File: config.mk
export PLATFORM = sky130hd
export DESIGN_NAME = channel_congestion_rate_control_top
export DESIGN_NICKNAME = d
export VERILOG_FILES = /design/src/sv/ccrc_pkg.sv /design/src/sv/ccrc_div.sv /design/src/sv/ccrc_mul.sv /design/src/sv/channel_congestion_rate_control_top.sv
export SDC_FILE = /design/constraint.sdc
export NUM_CORES = 1
export LEC_CHECK = 0
export ABC_AREA = 1
export BUFFER_PORTS_ARGS = -buffer_cell sky130_fd_sc_hd__buf_4
export CAP_MARGIN = 20
export CORE_ASPECT_RATIO = 0.7
export CORE_MARGIN = 8
export CORE_UTILIZATION = 55
export DETAILED_ROUTE_END_ITERATION = 12
export PLACE_DENSITY = 0.72
export SLEW_MARGIN = 30
export SYNTH_ARGS = -nofsm -noshare
export SYNTH_HDL_FRONTEND = slang
export SYNTH_SLANG_ARGS = --single-unit
File: constraint.sdc
create_clock -name i_clk -period 9.36 [get_ports i_clk]
set_clock_uncertainty 0.2 [all_clocks]
set_input_delay 1.404 -clock i_clk [delete_from_list [all_inputs] [get_ports i_clk]]
set_output_delay 1.404 -clock i_clk [all_outputs]
set_load 0.1 [all_outputs]
File: src/sv/ccrc_pkg.sv
// ----------------------------------------------------------------------------
// ccrc_pkg
// Widths, constants and shared types of the congestion rate controller.
// ----------------------------------------------------------------------------
package ccrc_pkg;

    // Field widths
    localparam int SEEN_W  = 12;
    localparam int OWN_W   = 12;
    localparam int PEER_W  = 8;
    localparam int TGT_W   = 10;
    localparam int TOTAL_W = 13;
    localparam int IV_W    = 16;
    localparam int JIT_W   = 14;
    localparam int MIN_W   = 12;

    // Serial divider and multiplier operand widths
    localparam int DVD_W  = TOTAL_W + 8;
    localparam int DVS_W  = TGT_W;
    localparam int MULB_W = DVD_W + 1;
    localparam int PROD_W = IV_W + MULB_W;

    // Configuration register indexes
    localparam int CFG_IDX_W = 2;
    localparam logic [CFG_IDX_W-1:0] REG_TARGET  = 2'd0;
    localparam logic [CFG_IDX_W-1:0] REG_NOMINAL = 2'd1;
    localparam logic [TGT_W-1:0]     TGT_RESET   = 10'd16;

    // Interval constants in ms
    localparam logic [IV_W-1:0]  IV_MAX      = 16'd4000;
    localparam logic [IV_W-1:0]  IV_FLOOR    = 16'd150;
    localparam logic [IV_W-1:0]  IV_SILENT   = 16'd1000;
    localparam logic [IV_W-1:0]  IV_ZERO     = 16'd50;
    localparam logic [IV_W-1:0]  TRIM_KNEE   = 16'd300;
    localparam logic [IV_W-1:0]  ADJ_BASE    = 16'd10;
    localparam logic [IV_W-1:0]  ADJ_MID     = 16'd20;
    localparam logic [IV_W-1:0]  ADJ_BIG     = 16'd50;
    localparam logic [IV_W-1:0]  ADJ_FINE    = 16'd3;
    localparam logic [JIT_W-1:0] JIT_MIN     = 14'd25;
    localparam logic [MIN_W-1:0] MIN_NO_PEER = 12'd1000;
    localparam logic [MIN_W-1:0] MIN_SAT     = 12'd4000;
    localparam logic [DVD_W-1:0] MIN_NUM     = 21'd4000;

    // Slow-down offset 0.4 in Q8
    localparam logic [MULB_W-1:0] OFFSET_Q8 = 22'd102;

    // Status of a serial arithmetic unit
    typedef struct packed {
        logic busy;
        logic done;
    } t_unit_stat;

endpackage

File: src/sv/ccrc_div.sv
// ----------------------------------------------------------------------------
// ccrc_div
// Restoring serial divider: one quotient bit per cycle.
// ----------------------------------------------------------------------------
module ccrc_div import ccrc_pkg::*; (
    input  logic             i_clk,
    input  logic             i_rst_n,
    input  logic             i_start,
    input  logic [DVD_W-1:0] i_dividend,
    input  logic [DVS_W-1:0] i_divisor,
    output t_unit_stat       o_stat,
    output logic [DVD_W-1:0] o_quotient
);
    localparam int CNT_W = $clog2(DVD_W);

    logic             r_busy;
    logic             r_done;
    logic [CNT_W-1:0] r_cnt;
    logic [DVD_W-1:0] r_quo;
    logic [DVS_W-1:0] r_rem;
    logic [DVS_W-1:0] r_dvs;

    logic [DVS_W:0]   w_rem_sh;
    logic [DVS_W+1:0] w_diff;
    logic             w_fit;

    // Trial subtract of the shifted remainder
    always_comb begin
        w_rem_sh = {r_rem, r_quo[DVD_W-1]};
        w_diff   = {1'b0, w_rem_sh} - {2'b0, r_dvs};
        w_fit    = !w_diff[DVS_W+1];
    end

    // Step counter
    always_ff @(posedge i_clk) begin
        if (!i_rst_n) begin
            r_busy <= 1'b0;
            r_done <= 1'b0;
            r_cnt  <= '0;
        end else begin
            r_done <= 1'b0;
            if (i_start) begin
                r_busy <= 1'b1;
                r_cnt  <= CNT_W'(DVD_W - 1);
            end else if (r_busy) begin
                if (r_cnt == '0) begin
                    r_busy <= 1'b0;
                    r_done <= 1'b1;
                end else begin
                    r_cnt <= r_cnt - 1'b1;
                end
            end
        end
    end

    // Shift dividend out and quotient in
    always_ff @(posedge i_clk) begin
        if (i_start) begin
            r_quo <= i_dividend;
            r_rem <= '0;
            r_dvs <= i_divisor;
        end else if (r_busy) begin
            r_quo <= {r_quo[DVD_W-2:0], w_fit};
            r_rem <= w_fit ? w_diff[DVS_W-1:0] : w_rem_sh[DVS_W-1:0];
        end
    end

    assign o_stat.busy = r_busy;
    assign o_stat.done = r_done;
    assign o_quotient  = r_quo;

endmodule

File: src/sv/ccrc_mul.sv
// ----------------------------------------------------------------------------
// ccrc_mul
// Shift-add serial multiplier: one multiplier bit per cycle.
// ----------------------------------------------------------------------------
module ccrc_mul import ccrc_pkg::*; (
    input  logic              i_clk,
    input  logic              i_rst_n,
    input  logic              i_start,
    input  logic [IV_W-1:0]   i_a,
    input  logic [MULB_W-1:0] i_b,
    output t_unit_stat        o_stat,
    output logic [PROD_W-1:0] o_product
);
    localparam int CNT_W = $clog2(MULB_W);

    logic              r_busy;
    logic              r_done;
    logic [CNT_W-1:0]  r_cnt;
    logic [IV_W-1:0]   r_a;
    logic [PROD_W-1:0] r_prod;

    logic [IV_W:0]     w_hi;

    // Add the multiplicand into the upper part when the low bit is set
    always_comb begin
        w_hi = {1'b0, r_prod[PROD_W-1:MULB_W]} + (r_prod[0] ? {1'b0, r_a} : '0);
    end

    // Step counter
    always_ff @(posedge i_clk) begin
        if (!i_rst_n) begin
            r_busy <= 1'b0;
            r_done <= 1'b0;
            r_cnt  <= '0;
        end else begin
            r_done <= 1'b0;
            if (i_start) begin
                r_busy <= 1'b1;
                r_cnt  <= CNT_W'(MULB_W - 1);
            end else if (r_busy) begin
                if (r_cnt == '0) begin
                    r_busy <= 1'b0;
                    r_done <= 1'b1;
                end else begin
                    r_cnt <= r_cnt - 1'b1;
                end
            end
        end
    end

    // Accumulate and shift right
    always_ff @(posedge i_clk) begin
        if (i_start) begin
            r_a    <= i_a;
            r_prod <= {{IV_W{1'b0}}, i_b};
        end else if (r_busy) begin
            r_prod <= {w_hi, r_prod[MULB_W-1:1]};
        end
    end

    assign o_stat.busy = r_busy;
    assign o_stat.done = r_done;
    assign o_product   = r_prod;

endmodule

File: src/sv/channel_congestion_rate_control_top.sv
// ----------------------------------------------------------------------------
// channel_congestion_rate_control_top
// Adapts a transmit interval once per evaluation period from traffic counts.
// ----------------------------------------------------------------------------
// One transaction is processed at a time. After the accepting edge the
// sequencer passes S_EVAL, then S_FINISH, which loads the result and raises
// o_valid, for a silent period, a zero target, a halving or an unchanged
// interval; a trim with no active peers adds S_TRIM before S_FINISH. A trim
// whose per-peer share comes out zero needs one pass of the serial divider;
// any other trim needs two divider passes; a slow-down needs one divider pass
// plus one multiplier pass. The divider runs 21 steps and the multiplier 22,
// each retiring one bit per cycle between a registered start and done pulse.
// A result waits in the output register, and o_ready rises as the result is
// loaded there; a result still waiting when the next one is ready stalls
// the block for as long as i_ready stays low.
// Configuration writes are always ready and take effect on the next item.
module channel_congestion_rate_control_top import ccrc_pkg::*; (
    input  logic                 i_clk,
    input  logic                 i_rst_n,
    // configuration
    input  logic                 i_cfg_valid,
    output logic                 o_cfg_ready,
    input  logic [CFG_IDX_W-1:0] i_cfg_index,
    input  logic [TGT_W-1:0]     i_cfg_data,
    // input transaction
    input  logic                 i_valid,
    output logic                 o_ready,
    input  logic [SEEN_W-1:0]    i_seen_count,
    input  logic [OWN_W-1:0]     i_own_count,
    input  logic [PEER_W-1:0]    i_active_peers,
    // result transaction
    output logic                 o_valid,
    input  logic                 i_ready,
    output logic [IV_W-1:0]      o_interval_ms,
    output logic [JIT_W-1:0]     o_jitter_ms,
    output logic                 o_reset_radio
);
    typedef enum logic [2:0] {
        S_IDLE,
        S_EVAL,
        S_DIV_SHARE,
        S_DIV_MIN,
        S_TRIM,
        S_DIV_RATIO,
        S_MUL,
        S_FINISH
    } t_state;

    typedef struct packed {
        logic lt95;
        logic lt25;
        logic lt80;
        logic lt50;
        logic gt90;
        logic gt1;
        logic own_le_seen;
    } t_flags;

    localparam int CMP_W  = 20;
    localparam int GROW_W = PROD_W - 8;

    t_state             r_state;
    logic [TGT_W-1:0]   r_target;
    logic [TGT_W-1:0]   r_nominal;
    logic [SEEN_W-1:0]  r_seen;
    logic [OWN_W-1:0]   r_own;
    logic [PEER_W-1:0]  r_peers;
    logic [TOTAL_W-1:0] r_total;
    logic [IV_W-1:0]    r_iv;
    logic [MIN_W-1:0]   r_min;
    t_flags             r_flags;
    logic [IV_W-1:0]    r_interval;
    logic [1:0]         r_silent;
    logic               r_div_start;
    logic [DVD_W-1:0]   r_div_dvd;
    logic [DVS_W-1:0]   r_div_dvs;
    logic               r_mul_start;
    logic [MULB_W-1:0]  r_mul_b;
    logic               r_o_valid;
    logic [IV_W-1:0]    r_o_interval;
    logic [JIT_W-1:0]   r_o_jitter;
    logic               r_o_reset;

    t_unit_stat         w_div_stat;
    t_unit_stat         w_mul_stat;
    logic [DVD_W-1:0]   w_div_quo;
    logic [PROD_W-1:0]  w_mul_prod;
    logic [CMP_W-1:0]   w_tot;
    logic [CMP_W-1:0]   w_tgt;
    t_flags             w_flags;
    logic [IV_W-1:0]    w_adj;
    logic [IV_W-1:0]    w_trim;
    logic [IV_W-1:0]    w_trim_out;
    logic [GROW_W-1:0]  w_grown;
    logic [IV_W-1:0]    w_grown_iv;
    logic [JIT_W-1:0]   w_jit;
    logic [IV_W-1:0]    w_iv_out;
    logic               w_out_free;

    // Serial arithmetic units
    ccrc_div u_div (
        .i_clk      (i_clk),
        .i_rst_n    (i_rst_n),
        .i_start    (r_div_start),
        .i_dividend (r_div_dvd),
        .i_divisor  (r_div_dvs),
        .o_stat     (w_div_stat),
        .o_quotient (w_div_quo)
    );

    ccrc_mul u_mul (
        .i_clk     (i_clk),
        .i_rst_n   (i_rst_n),
        .i_start   (r_mul_start),
        .i_a       (r_iv),
        .i_b       (r_mul_b),
        .o_stat    (w_mul_stat),
        .o_product (w_mul_prod)
    );

    // Ratio thresholds by cross-multiplication
    always_comb begin
        w_tot               = CMP_W'(r_total);
        w_tgt               = CMP_W'(r_target);
        w_flags.lt95        = (w_tot * 20'd100) < (w_tgt * 20'd95);
        w_flags.lt25        = (w_tot << 2) < w_tgt;
        w_flags.lt80        = (w_tot * 20'd5) < (w_tgt << 2);
        w_flags.lt50        = (w_tot << 1) < w_tgt;
        w_flags.gt90        = (w_tot * 20'd10) > (w_tgt * 20'd9);
        w_flags.gt1         = w_tot > w_tgt;
        w_flags.own_le_seen = r_own <= r_seen;
    end

    // Trim step with per-peer minimum
    always_comb begin
        w_adj = ADJ_BASE;
        if (r_flags.lt80 && (r_iv > TRIM_KNEE)) begin
            w_adj = ADJ_MID;
        end
        if (r_flags.lt50 && (r_iv > TRIM_KNEE)) begin
            w_adj = ADJ_BIG;
        end
        if (r_flags.gt90) begin
            w_adj = ADJ_FINE;
        end
        if (r_flags.own_le_seen) begin
            w_trim = (r_iv > w_adj) ? (r_iv - w_adj) : '0;
        end else begin
            w_trim = r_iv;
        end
        w_trim_out = (w_trim < IV_W'(r_min)) ? IV_W'(r_min) : w_trim;
    end

    // Clamp the slow-down product
    always_comb begin
        w_grown = w_mul_prod[PROD_W-1:8];
        if (w_grown == '0) begin
            w_grown_iv = IV_ZERO;
        end else if (w_grown > GROW_W'(IV_MAX)) begin
            w_grown_iv = IV_MAX;
        end else begin
            w_grown_iv = w_grown[IV_W-1:0];
        end
    end

    // Jitter, floor and output slot
    always_comb begin
        w_jit      = (r_iv[IV_W-1:2] < JIT_MIN) ? JIT_MIN : r_iv[IV_W-1:2];
        w_iv_out   = (r_iv < IV_FLOOR) ? IV_FLOOR : r_iv;
        w_out_free = !r_o_valid || i_ready;
    end

    // Configuration registers; unknown indexes are dropped
    always_ff @(posedge i_clk) begin
        if (!i_rst_n) begin
            r_target  <= TGT_RESET;
            r_nominal <= TGT_RESET;
        end else if (i_cfg_valid) begin
            case (i_cfg_index)
                REG_TARGET:  r_target  <= i_cfg_data;
                REG_NOMINAL: r_nominal <= i_cfg_data;
                default:     ;
            endcase
        end
    end

    // Sequencer, state and registered outputs
    always_ff @(posedge i_clk) begin
        if (!i_rst_n) begin
            r_state     <= S_IDLE;
            r_interval  <= IV_SILENT;
            r_silent    <= '0;
            r_div_start <= 1'b0;
            r_mul_start <= 1'b0;
            r_o_valid   <= 1'b0;
        end else begin
            r_div_start <= 1'b0;
            r_mul_start <= 1'b0;
            // drop a taken result unless the next one replaces it
            if (r_o_valid && i_ready && (r_state != S_FINISH)) begin
                r_o_valid <= 1'b0;
            end
            case (r_state)
                S_IDLE: begin
                    if (i_valid) begin
                        r_seen  <= i_seen_count;
                        r_own   <= i_own_count;
                        r_peers <= i_active_peers;
                        r_total <= TOTAL_W'(i_seen_count) + TOTAL_W'(i_own_count);
                        r_iv    <= r_interval;
                        r_state <= S_EVAL;
                    end
                end
                S_EVAL: begin
                    r_flags <= w_flags;
                    if (r_seen == '0) begin
                        r_iv    <= IV_SILENT;
                        r_state <= S_FINISH;
                    end else if (r_target == '0) begin
                        r_state <= S_FINISH;
                    end else if (w_flags.lt95) begin
                        if (w_flags.lt25) begin
                            r_iv    <= r_iv >> 1;
                            r_state <= S_FINISH;
                        end else if (r_peers == '0) begin
                            r_min   <= MIN_NO_PEER;
                            r_state <= S_TRIM;
                        end else begin
                            r_div_dvd   <= DVD_W'(r_nominal);
                            r_div_dvs   <= DVS_W'(r_peers);
                            r_div_start <= 1'b1;
                            r_state     <= S_DIV_SHARE;
                        end
                    end else if (w_flags.gt1) begin
                        r_div_dvd   <= {r_total, 8'd0};
                        r_div_dvs   <= r_target;
                        r_div_start <= 1'b1;
                        r_state     <= S_DIV_RATIO;
                    end else begin
                        r_state <= S_FINISH;
                    end
                end
                S_DIV_SHARE: begin
                    if (w_div_stat.done) begin
                        if (w_div_quo[DVS_W-1:0] == '0) begin
                            r_min   <= MIN_SAT;
                            r_state <= S_TRIM;
                        end else begin
                            r_div_dvd   <= MIN_NUM;
                            r_div_dvs   <= w_div_quo[DVS_W-1:0];
                            r_div_start <= 1'b1;
                            r_state     <= S_DIV_MIN;
                        end
                    end
                end
                S_DIV_MIN: begin
                    if (w_div_stat.done) begin
                        r_min   <= w_div_quo[MIN_W-1:0];
                        r_state <= S_TRIM;
                    end
                end
                S_TRIM: begin
                    r_iv    <= w_trim_out;
                    r_state <= S_FINISH;
                end
                S_DIV_RATIO: begin
                    if (w_div_stat.done) begin
                        r_mul_b     <= {1'b0, w_div_quo} + OFFSET_Q8;
                        r_mul_start <= 1'b1;
                        r_state     <= S_MUL;
                    end
                end
                S_MUL: begin
                    if (w_mul_stat.done) begin
                        r_iv    <= w_grown_iv;
                        r_state <= S_FINISH;
                    end
                end
                S_FINISH: begin
                    // hold until the output register is free
                    if (w_out_free) begin
                        r_o_valid    <= 1'b1;
                        r_o_interval <= w_iv_out;
                        r_o_jitter   <= w_jit;
                        r_interval   <= w_iv_out;
                        if (r_seen != '0) begin
                            r_silent  <= '0;
                            r_o_reset <= 1'b0;
                        end else if (r_silent == 2'd3) begin
                            r_silent  <= '0;
                            r_o_reset <= 1'b1;
                        end else begin
                            r_silent  <= r_silent + 1'b1;
                            r_o_reset <= 1'b0;
                        end
                        r_state <= S_IDLE;
                    end
                end
                default: begin
                    r_state <= S_IDLE;
                end
            endcase
        end
    end

    assign o_cfg_ready   = 1'b1;
    assign o_ready       = (r_state == S_IDLE);
    assign o_valid       = r_o_valid;
    assign o_interval_ms = r_o_interval;
    assign o_jitter_ms   = r_o_jitter;
    assign o_reset_radio = r_o_reset;

endmodule

==> summary.txt, run 1 <==
=====================================================================================
Result of the run                                                        complete, no violations
Max-Cap Viols                                                                       0
TritonCTS buffer count                                                             31
Number of placement rows                                                           60
Classification of the worst setup path                                   flip-flop to flip-flop
Launch instance of the worst min-delay path                              r_div_dvs[3]
Number of distinct library cells after synthesis                                   60
Beginning of the worst register-to-register path                          r_target[5]
Met2 Track Usage GR                                                             0.357
Fin Setup TNS                                                                    0 ps
Via count                                                                       16.7k
Arrival time of the worst setup path                                          7790 ps
Post-synthesis to final-layout area growth                                      9.94%
Clock Root Buffer                                                           clkbuf_16
Final design utilization                                                        0.610
Kind of start point of the critical path                                    flip-flop
Wire length per cell                                                          18.1 µm
Cell type with the highest aggregate area in the netlist                     edfxtp_1
FF+latch area                                                                8590 µm²
Overall die area                                                            45200 µm²
Max-Slew Margin vs Limit                                                        0.405
Maximum level of the CTS H-tree                                                     1
Die width                                                                      251 µm
Total standard cell area after synthesis                                    21200 µm²
Residual DRC count                                                                  0
Number of filler cells placed in the layout                                      3225
Detail Route Antenna Nets                                                           0
Clk Latency, worst-skew pair                                                   600 ps
Routability congestion estimate                                                 0.955
Power consumption                                                             6.32 mW
Capture point of the worst reg-to-reg path                               r_div_dvd[11]
Shortest clock period the worst path allows after layout                      7760 ps
Area share of the largest cell type after synthesis                             0.325
Worst hold slack                                                               258 ps
Asr flop ratio synth                                                                0
TritonCTS clock tree                                                             done
Required time worst endpoint                                                  9390 ps
Sequential power share                                                          0.338
Number of warnings issued by yosys                                                  0
Met3 Track Usage GR                                                            0.0441
Detailed Routing Iterations Pass 1                                                  8
Design Area, Final                                                          23300 µm²
Number of placed I/O pins                                                          83
Area of the multi-input gates                                               10900 µm²
Quantity of hold-fixing buffers added after cts                                     0
Vias in the first global route                                                  16.3k
Pin slew with the least headroom to its limit                                  881 ps
Nets                                                                             2810
Starting Density                                                                0.555
Remaining global-route overflow                                                     0
Clock sinks                                                                       314
EDFF count, synth                                                                 230
Primary flip-flop cell chosen by synthesis mapping                           edfxtp_1
Reg clk slew, reported paths                                                    70 ps
Net load switching power                                                      2.70 mW
Min-delay worst type                                                     flip-flop to flip-flop
Instance count of the mapped netlist                                             2386
Top post-synthesis cells by area                                         edfxtp_1, ha_1, dfxtp_1
Die boundary height                                                            180 µm
Count of pins over their slew limit                                                 0
Post-synthesis average cell area                                             8.89 µm²
Met1 Use GR                                                                     0.354
First-pass GRT wire length                                                    87.0 mm
Hold Path Cell Cnt                                                                  0
Gr busiest metal                                                                 met2
Max Fanout on Critical Path                                                        31
Cell internal power dissipation                                               3.62 mW
Worst Reg2Reg Path Length in Cells                                                 32
Endpoint with the worst hold slack                                       u_div.r_dvs[3]
Net Count, Synth                                                                 2743
Port bufs                                                                          81
Number of gates given a new drive strength after cts                                0
Number of synthesized register bits                                               314
Synth cell count leaders                                                 nand2_1, inv_1, ha_1, edfxtp_1, a21oi_1
Part of the power in combinational logic                                        0.455
Postcts setup bufs                                                                  0
Antenna diode count                                                                 0
Mean number of vias per cell                                                     5.61
Pleak                                                                         10.8 nW
Total Routed Length                                                           53.9 mm
Ratio of cells with drive above 1 in the final layout                          0.0864
Critical Path End Type                                                      flip-flop
Slowest library cell on the worst path                                           fa_1
Final hold violation count                                                          0
Maximum number of pins on one net before global-route repair                       60
Buffers from clock root to sink, at most                                            3
Final worst-path cycle share                                                    0.829
Max incr delay on CP                                                           610 ps
Most common cell in the synthesized netlist                                   nand2_1
Final setup violating endpoints                                                     0
Cell repeated most along the worst path                                       nand2_1
Total global-route track usage                                                  0.237
Count of routing violations after the opening detailed-route iteration           1500
Core area                                                                   38200 µm²
Timing-limited maximum frequency                                            0.129 GHz
Dpl cell area                                                               22300 µm²
Half-perimeter wire length of the detailed placement result                   41.4 mm
Setup repair after global routing missed its margin                                no
Share of power burned in the clock network                                      0.207
Seq/Total Area, Yosys                                                           0.405
Peak supply drop                                                             0.162 mV
Number of antenna violations at the first check in global routing                   0
Switching Fraction                                                              0.427
Reg2Reg Setup Slack                                                           1600 ps
Power Dens Cells                                                           271 nW/µm²
=====================================================================================
[layer usage]
| layer | up-vias | share of wire |
|---|---|---|
| li1 | 8122 | - |
| met3 | 64 | 0.081 |
| met1 | 7951 | 0.48 |
| met4 | 0 | 0.015 |
| met5 | - | 0 |
| met2 | 534 | 0.43 |
[sequential cells by signal, summed over array words and instances (netlist names), 12 cells and up]
register,count
r_total,13
r_mul_b,22
r_min,12
u_div.o_quotient,21
r_seen,12
r_iv,16
r_own,12
o_interval_ms,16
u_mul.o_product,38
r_interval,16
u_mul.r_a,16
r_div_dvd,21
o_jitter_ms,14
[how the worst max path moves through the flow]
stage	startpoint	to	slack (ps)	cells after the start
global placement	r_target[5]	r_div_dvd[2]	1580	32
finish	r_target[5]	r_div_dvd[11]	1600	32
global route	r_target[5]	r_div_dvd[11]	980	32
detailed placement	r_target[5]	r_div_dvd[4]	1690	32
CTS	r_target[5]	r_div_dvd[11]	1660	32
floorplan	r_target[5]	r_min[0]	2440	30
[final cells by class]
cell class | instances | share of cell area
Clock buffer | 38 | 0.0352
Multi-Input combinational cell | 1612 | 0.466
Inverter | 402 | 0.0647
Clock inverter | 19 | 0.00971
Sequential cell | 314 | 0.368
Tap cell | 496 | 0.0266
Timing Repair Buffer | 92 | 0.0296
[critical path, delay by kind of cell (launching register included)]
kind	cells	cell delay (ps)
fa+ha+maj	6	2740
simple gates	13	1670
compound gates	7	1070
buf+inv	5	980
flops	1	520
xor+xnor	1	190
[metrics by stage]
stage | setup slack, ps | cells
after detailed placement | 1690 | 2916
after global routing | 977 | 2973
after floorplan | 2440 | 2386
after global placement | 1580 | 2916
final | 1600 | 2973
after CTS | 1660 | 2973
[kinds of logic after synthesis]
logic type,count (synthesis),share of synthesized area
and+or+nand+nor,812,0.172
buffers and inverters,460,0.0842
AOI/OAI and AO/OA,411,0.109
DFF,314,0.405
adders and majority gates,308,0.197
xor gates and xnor gates,80,0.0330
other,1,0.000177
[power groups by stage]
stage,sequential (mW),combinational [mW],clock [mW]
2_1_floorplan,2.05,2.16,0
3_3_place_gp,2.15,2.72,0
3_5_place_dp,2.16,2.82,0
4_1_cts,2.13,2.84,1.32
5_1_grt,2.16,3.27,1.37
6_report,2.14,2.88,1.31
[cell usage in the layout, fill, tap and decap left out, drive strengths merged, types with 4 or more instances in the layout]
master,netlist,final
clkbuf,47,38
o211ai,15,15
o31ai,6,6
dfxtp,84,84
a21o,5,5
or2,4,4
a211oi,9,9
xor2,58,58
nand4,22,22
buf,11,92
nand3,103,103
nand2,443,443
ha,264,264
o21bai,11,11
bufinv,0,4
a21oi,179,179
nor3,21,21
xnor2,22,22
edfxtp,230,230
a31oi,13,13
o21ai,138,138
nor2,183,183
clkinv,1,13
nor4,19,19
o221ai,14,14
nand3b,8,8
inv,401,404
fa,44,44
Power figures use the tool's default switching activity.
==> run 2: changes to the inputs <==
PLACE_DENSITY = 0.75   (was 0.72)
clock period = 6.2 ns   (was 9.36 ns; I/O delays follow)
==> run 2 against run 1 <==
The run now ends with negative setup slack left. Global-route usage decreased by 0.52 points. Largest power group unchanged. Cell area increased by 2.2%. Maximum frequency increased by 24%. Via count increased by 1.6%. Largest cell class unchanged.
==> summary.txt, run 2 (synthesis gave the netlist of run 1 again) <==
=====================================================================================
Result of the run                                                        finished with violations
Violations in the final reports                                          negative setup slack
Final worst-path cycle share                                                     1.01   +0.180
Kind of start point of the critical path                                    flip-flop
Classification of the worst setup path                                   flip-flop to flip-flop
Met2 Track Usage GR                                                             0.347   -0.0104
Final hold violation count                                                          0   unchanged
Total Routed Length                                                           53.7 mm   -0.42%
Pin slew with the least headroom to its limit                                 1070 ps   +188 ps
Die width                                                                      251 µm   unchanged
Design Area, Final                                                          23800 µm²   +2.2%
Switching Fraction                                                              0.423   -0.00458
Top library cells by usage in the layout, fill and taps aside            nand2_1, inv_1, ha_1
Mean number of vias per cell                                                     5.62   +0.20%
Core area                                                                   38200 µm²   unchanged
Pleak                                                                         11.0 nW   +2.0%
Number of placement rows                                                           60   unchanged
First-pass GRT wire length                                                    85.5 mm   -1.8%
Launch point of the worst path                                            r_target[5]
Count of routing violations after the opening detailed-route iteration           1546   +3.1%
Max Fanout on Critical Path                                                         6   -81%
Detail Route Antenna Nets                                                           0   unchanged
Met1 Use GR                                                                     0.338   -0.0161
Quantity of hold-fixing buffers added after cts                                     0   unchanged
Gr busiest metal                                                                 met2
Beginning of the worst register-to-register path                          r_target[5]
Reg clk slew, reported paths                                                    60 ps   about the same
Maximum number of pins on one net before global-route repair                       60   unchanged
Timing-limited maximum frequency                                            0.160 GHz   +24%
Reg2Reg Setup Slack                                                            -60 ps   -1650 ps
Critical Path End Type                                                      flip-flop
Number of antenna violations at the first check in global routing                   0   unchanged
Count of pins over their slew limit                                                 0   unchanged
Part of the power in combinational logic                                        0.485   +0.030
Number of placed I/O pins                                                          83   unchanged
Setup repair after global routing missed its margin                               yes
Total global-route track usage                                                  0.231   -0.00521
Max-Slew Margin vs Limit                                                        0.281   -0.124
Final Worst Setup Slack                                                      -56.7 ps   -1650 ps
Shortest clock period the worst path allows after layout                      6260 ps   -1510 ps
Die boundary height                                                            180 µm   unchanged
Final setup violating endpoints                                                    36   +36
Port bufs                                                                          81   unchanged
TritonCTS buffer count                                                             30   -3.2%
TritonCTS clock tree                                                             done
Wire length per cell                                                          17.8 µm   -1.8%
Clock Root Buffer                                                           clkbuf_16
Slowest library cell on the worst path                                           fa_1
Detailed Routing Iterations Pass 1                                                  6   -2
Overall die area                                                            45200 µm²   unchanged
Worst hold slack                                                               221 ps   -37.2 ps
Vias in the first global route                                                  16.4k   +0.67%
Residual DRC count                                                                  0   unchanged
Antenna diode count                                                                 0   unchanged
Via count                                                                       16.9k   +1.6%
Max-Cap Viols                                                                       0   unchanged
Number of flip-flops under the largest register name                               38   unchanged
Clock sinks                                                                       314   unchanged
Net load switching power                                                      4.13 mW   +53%
Share of power burned in the clock network                                      0.188   -0.019
Nets                                                                             2855   +1.6%
Peak supply drop                                                             0.343 mV   +110%
Most frequent standard cell in the layout excluding fill and tap cells        nand2_1
Required time worst endpoint                                                  6310 ps   -3080 ps
Launch instance of the worst min-delay path                              r_div_dvs[2]
Cell internal power dissipation                                               5.64 mW   +56%
Starting Density                                                                0.555   unchanged
Ratio of cells with drive above 1 in the final layout                           0.112   +0.0259
Arrival time of the worst setup path                                          6370 ps   -1420 ps
Half-perimeter wire length of the detailed placement result                   41.8 mm   +0.77%
Sequential power share                                                          0.327   -0.011
Max incr delay on CP                                                           590 ps   -20 ps
Power Dens Cells                                                           410 nW/µm²   +51%
Post-synthesis to final-layout area growth                                      12.3%
Remaining global-route overflow                                                     0   unchanged
Maximum level of the CTS H-tree                                                     1   unchanged
Dpl cell area                                                               22700 µm²   +1.8%
Fin Setup TNS                                                                -1250 ps   -1250 ps
Clk Latency, worst-skew pair                                                   600 ps   about the same
Min-delay worst type                                                     flip-flop to flip-flop
Routability congestion estimate                                                 0.931   -2.5%
Met3 Track Usage GR                                                            0.0491   +0.00504
Buffers from clock root to sink, at most                                            3   unchanged
=====================================================================================
-- run 2: per-stage QoR --
step / instances / worst slack [ps] / total power, mW / utilization
6_report: 3016 / -56.7 / 9.77 / 0.624
4_1_cts: 3015 / -16.3 / 9.62 / 0.622
3_5_place_dp: 2957 / -155 / 7.65 / 0.594
3_3_place_gp: 2957 / -7.73 / 7.47 / 0.594
2_1_floorplan: 2386 / 12.1 / 6.37 / -
5_1_grt: 3016 / -324 / 10.5 / 0.624
-- run 2: power groups by stage --
stage	combinational [mW]	clock, mW	sequential [mW]
after floorplan	3.28	0	3.09
after global placement	4.26	0	3.21
after detailed placement	4.43	0	3.22
after CTS	4.56	1.87	3.18
after global routing	5.31	1.94	3.23
final	4.74	1.84	3.20
-- run 2: path summary, 6_finish.rpt --
kind | depth (start not counted) | endpoint
worst max-delay path | 33 | r_min[8]
worst min register to register | 0 | u_div.r_dvs[2]
worst max register to register | 33 | r_min[8]
worst min-delay path | 0 | u_div.r_dvs[2]
-- run 2: metal layers --
metal	share of wire	vias up	routed length [µm]
met2	0.43	699	23000
met3	0.093	88	4990
met1	0.46	7952	24500
met5	0	-	0
li1	-	8207	-
met4	0.023	0	1250
-- run 2: repair_timing --
action | 4_1_cts | 5_1_grt
cloned | 1 | 0
pin swaps | 2 | 3
buffers inserted | 3 | 1
endpoints found under the setup margin | 69 | 93
gates resized for setup | 18 | 14
-- run 2: area by class of cell --
class / count / area, µm²
fill: 3099 / 14400
multi-input combinational: 1612 / 11000
sequential: 314 / 8600
inverter: 402 / 1510
timing repair buffer: 138 / 1120
clock buffer: 43 / 840
tap: 496 / 621
clock inverter: 11 / 138
-- run 2: worst max-delay path, delay by kind of cell (launching register included) --
| family | cells | cell delay (ps) |
|---|---|---|
| AOI/OAI and AO/OA | 6 | 820 |
| xor gates and xnor gates | 1 | 180 |
| adders and majority gates | 6 | 2710 |
| buffers and inverters | 8 | 720 |
| DFF | 1 | 380 |
| and+or+nand+nor | 12 | 940 |
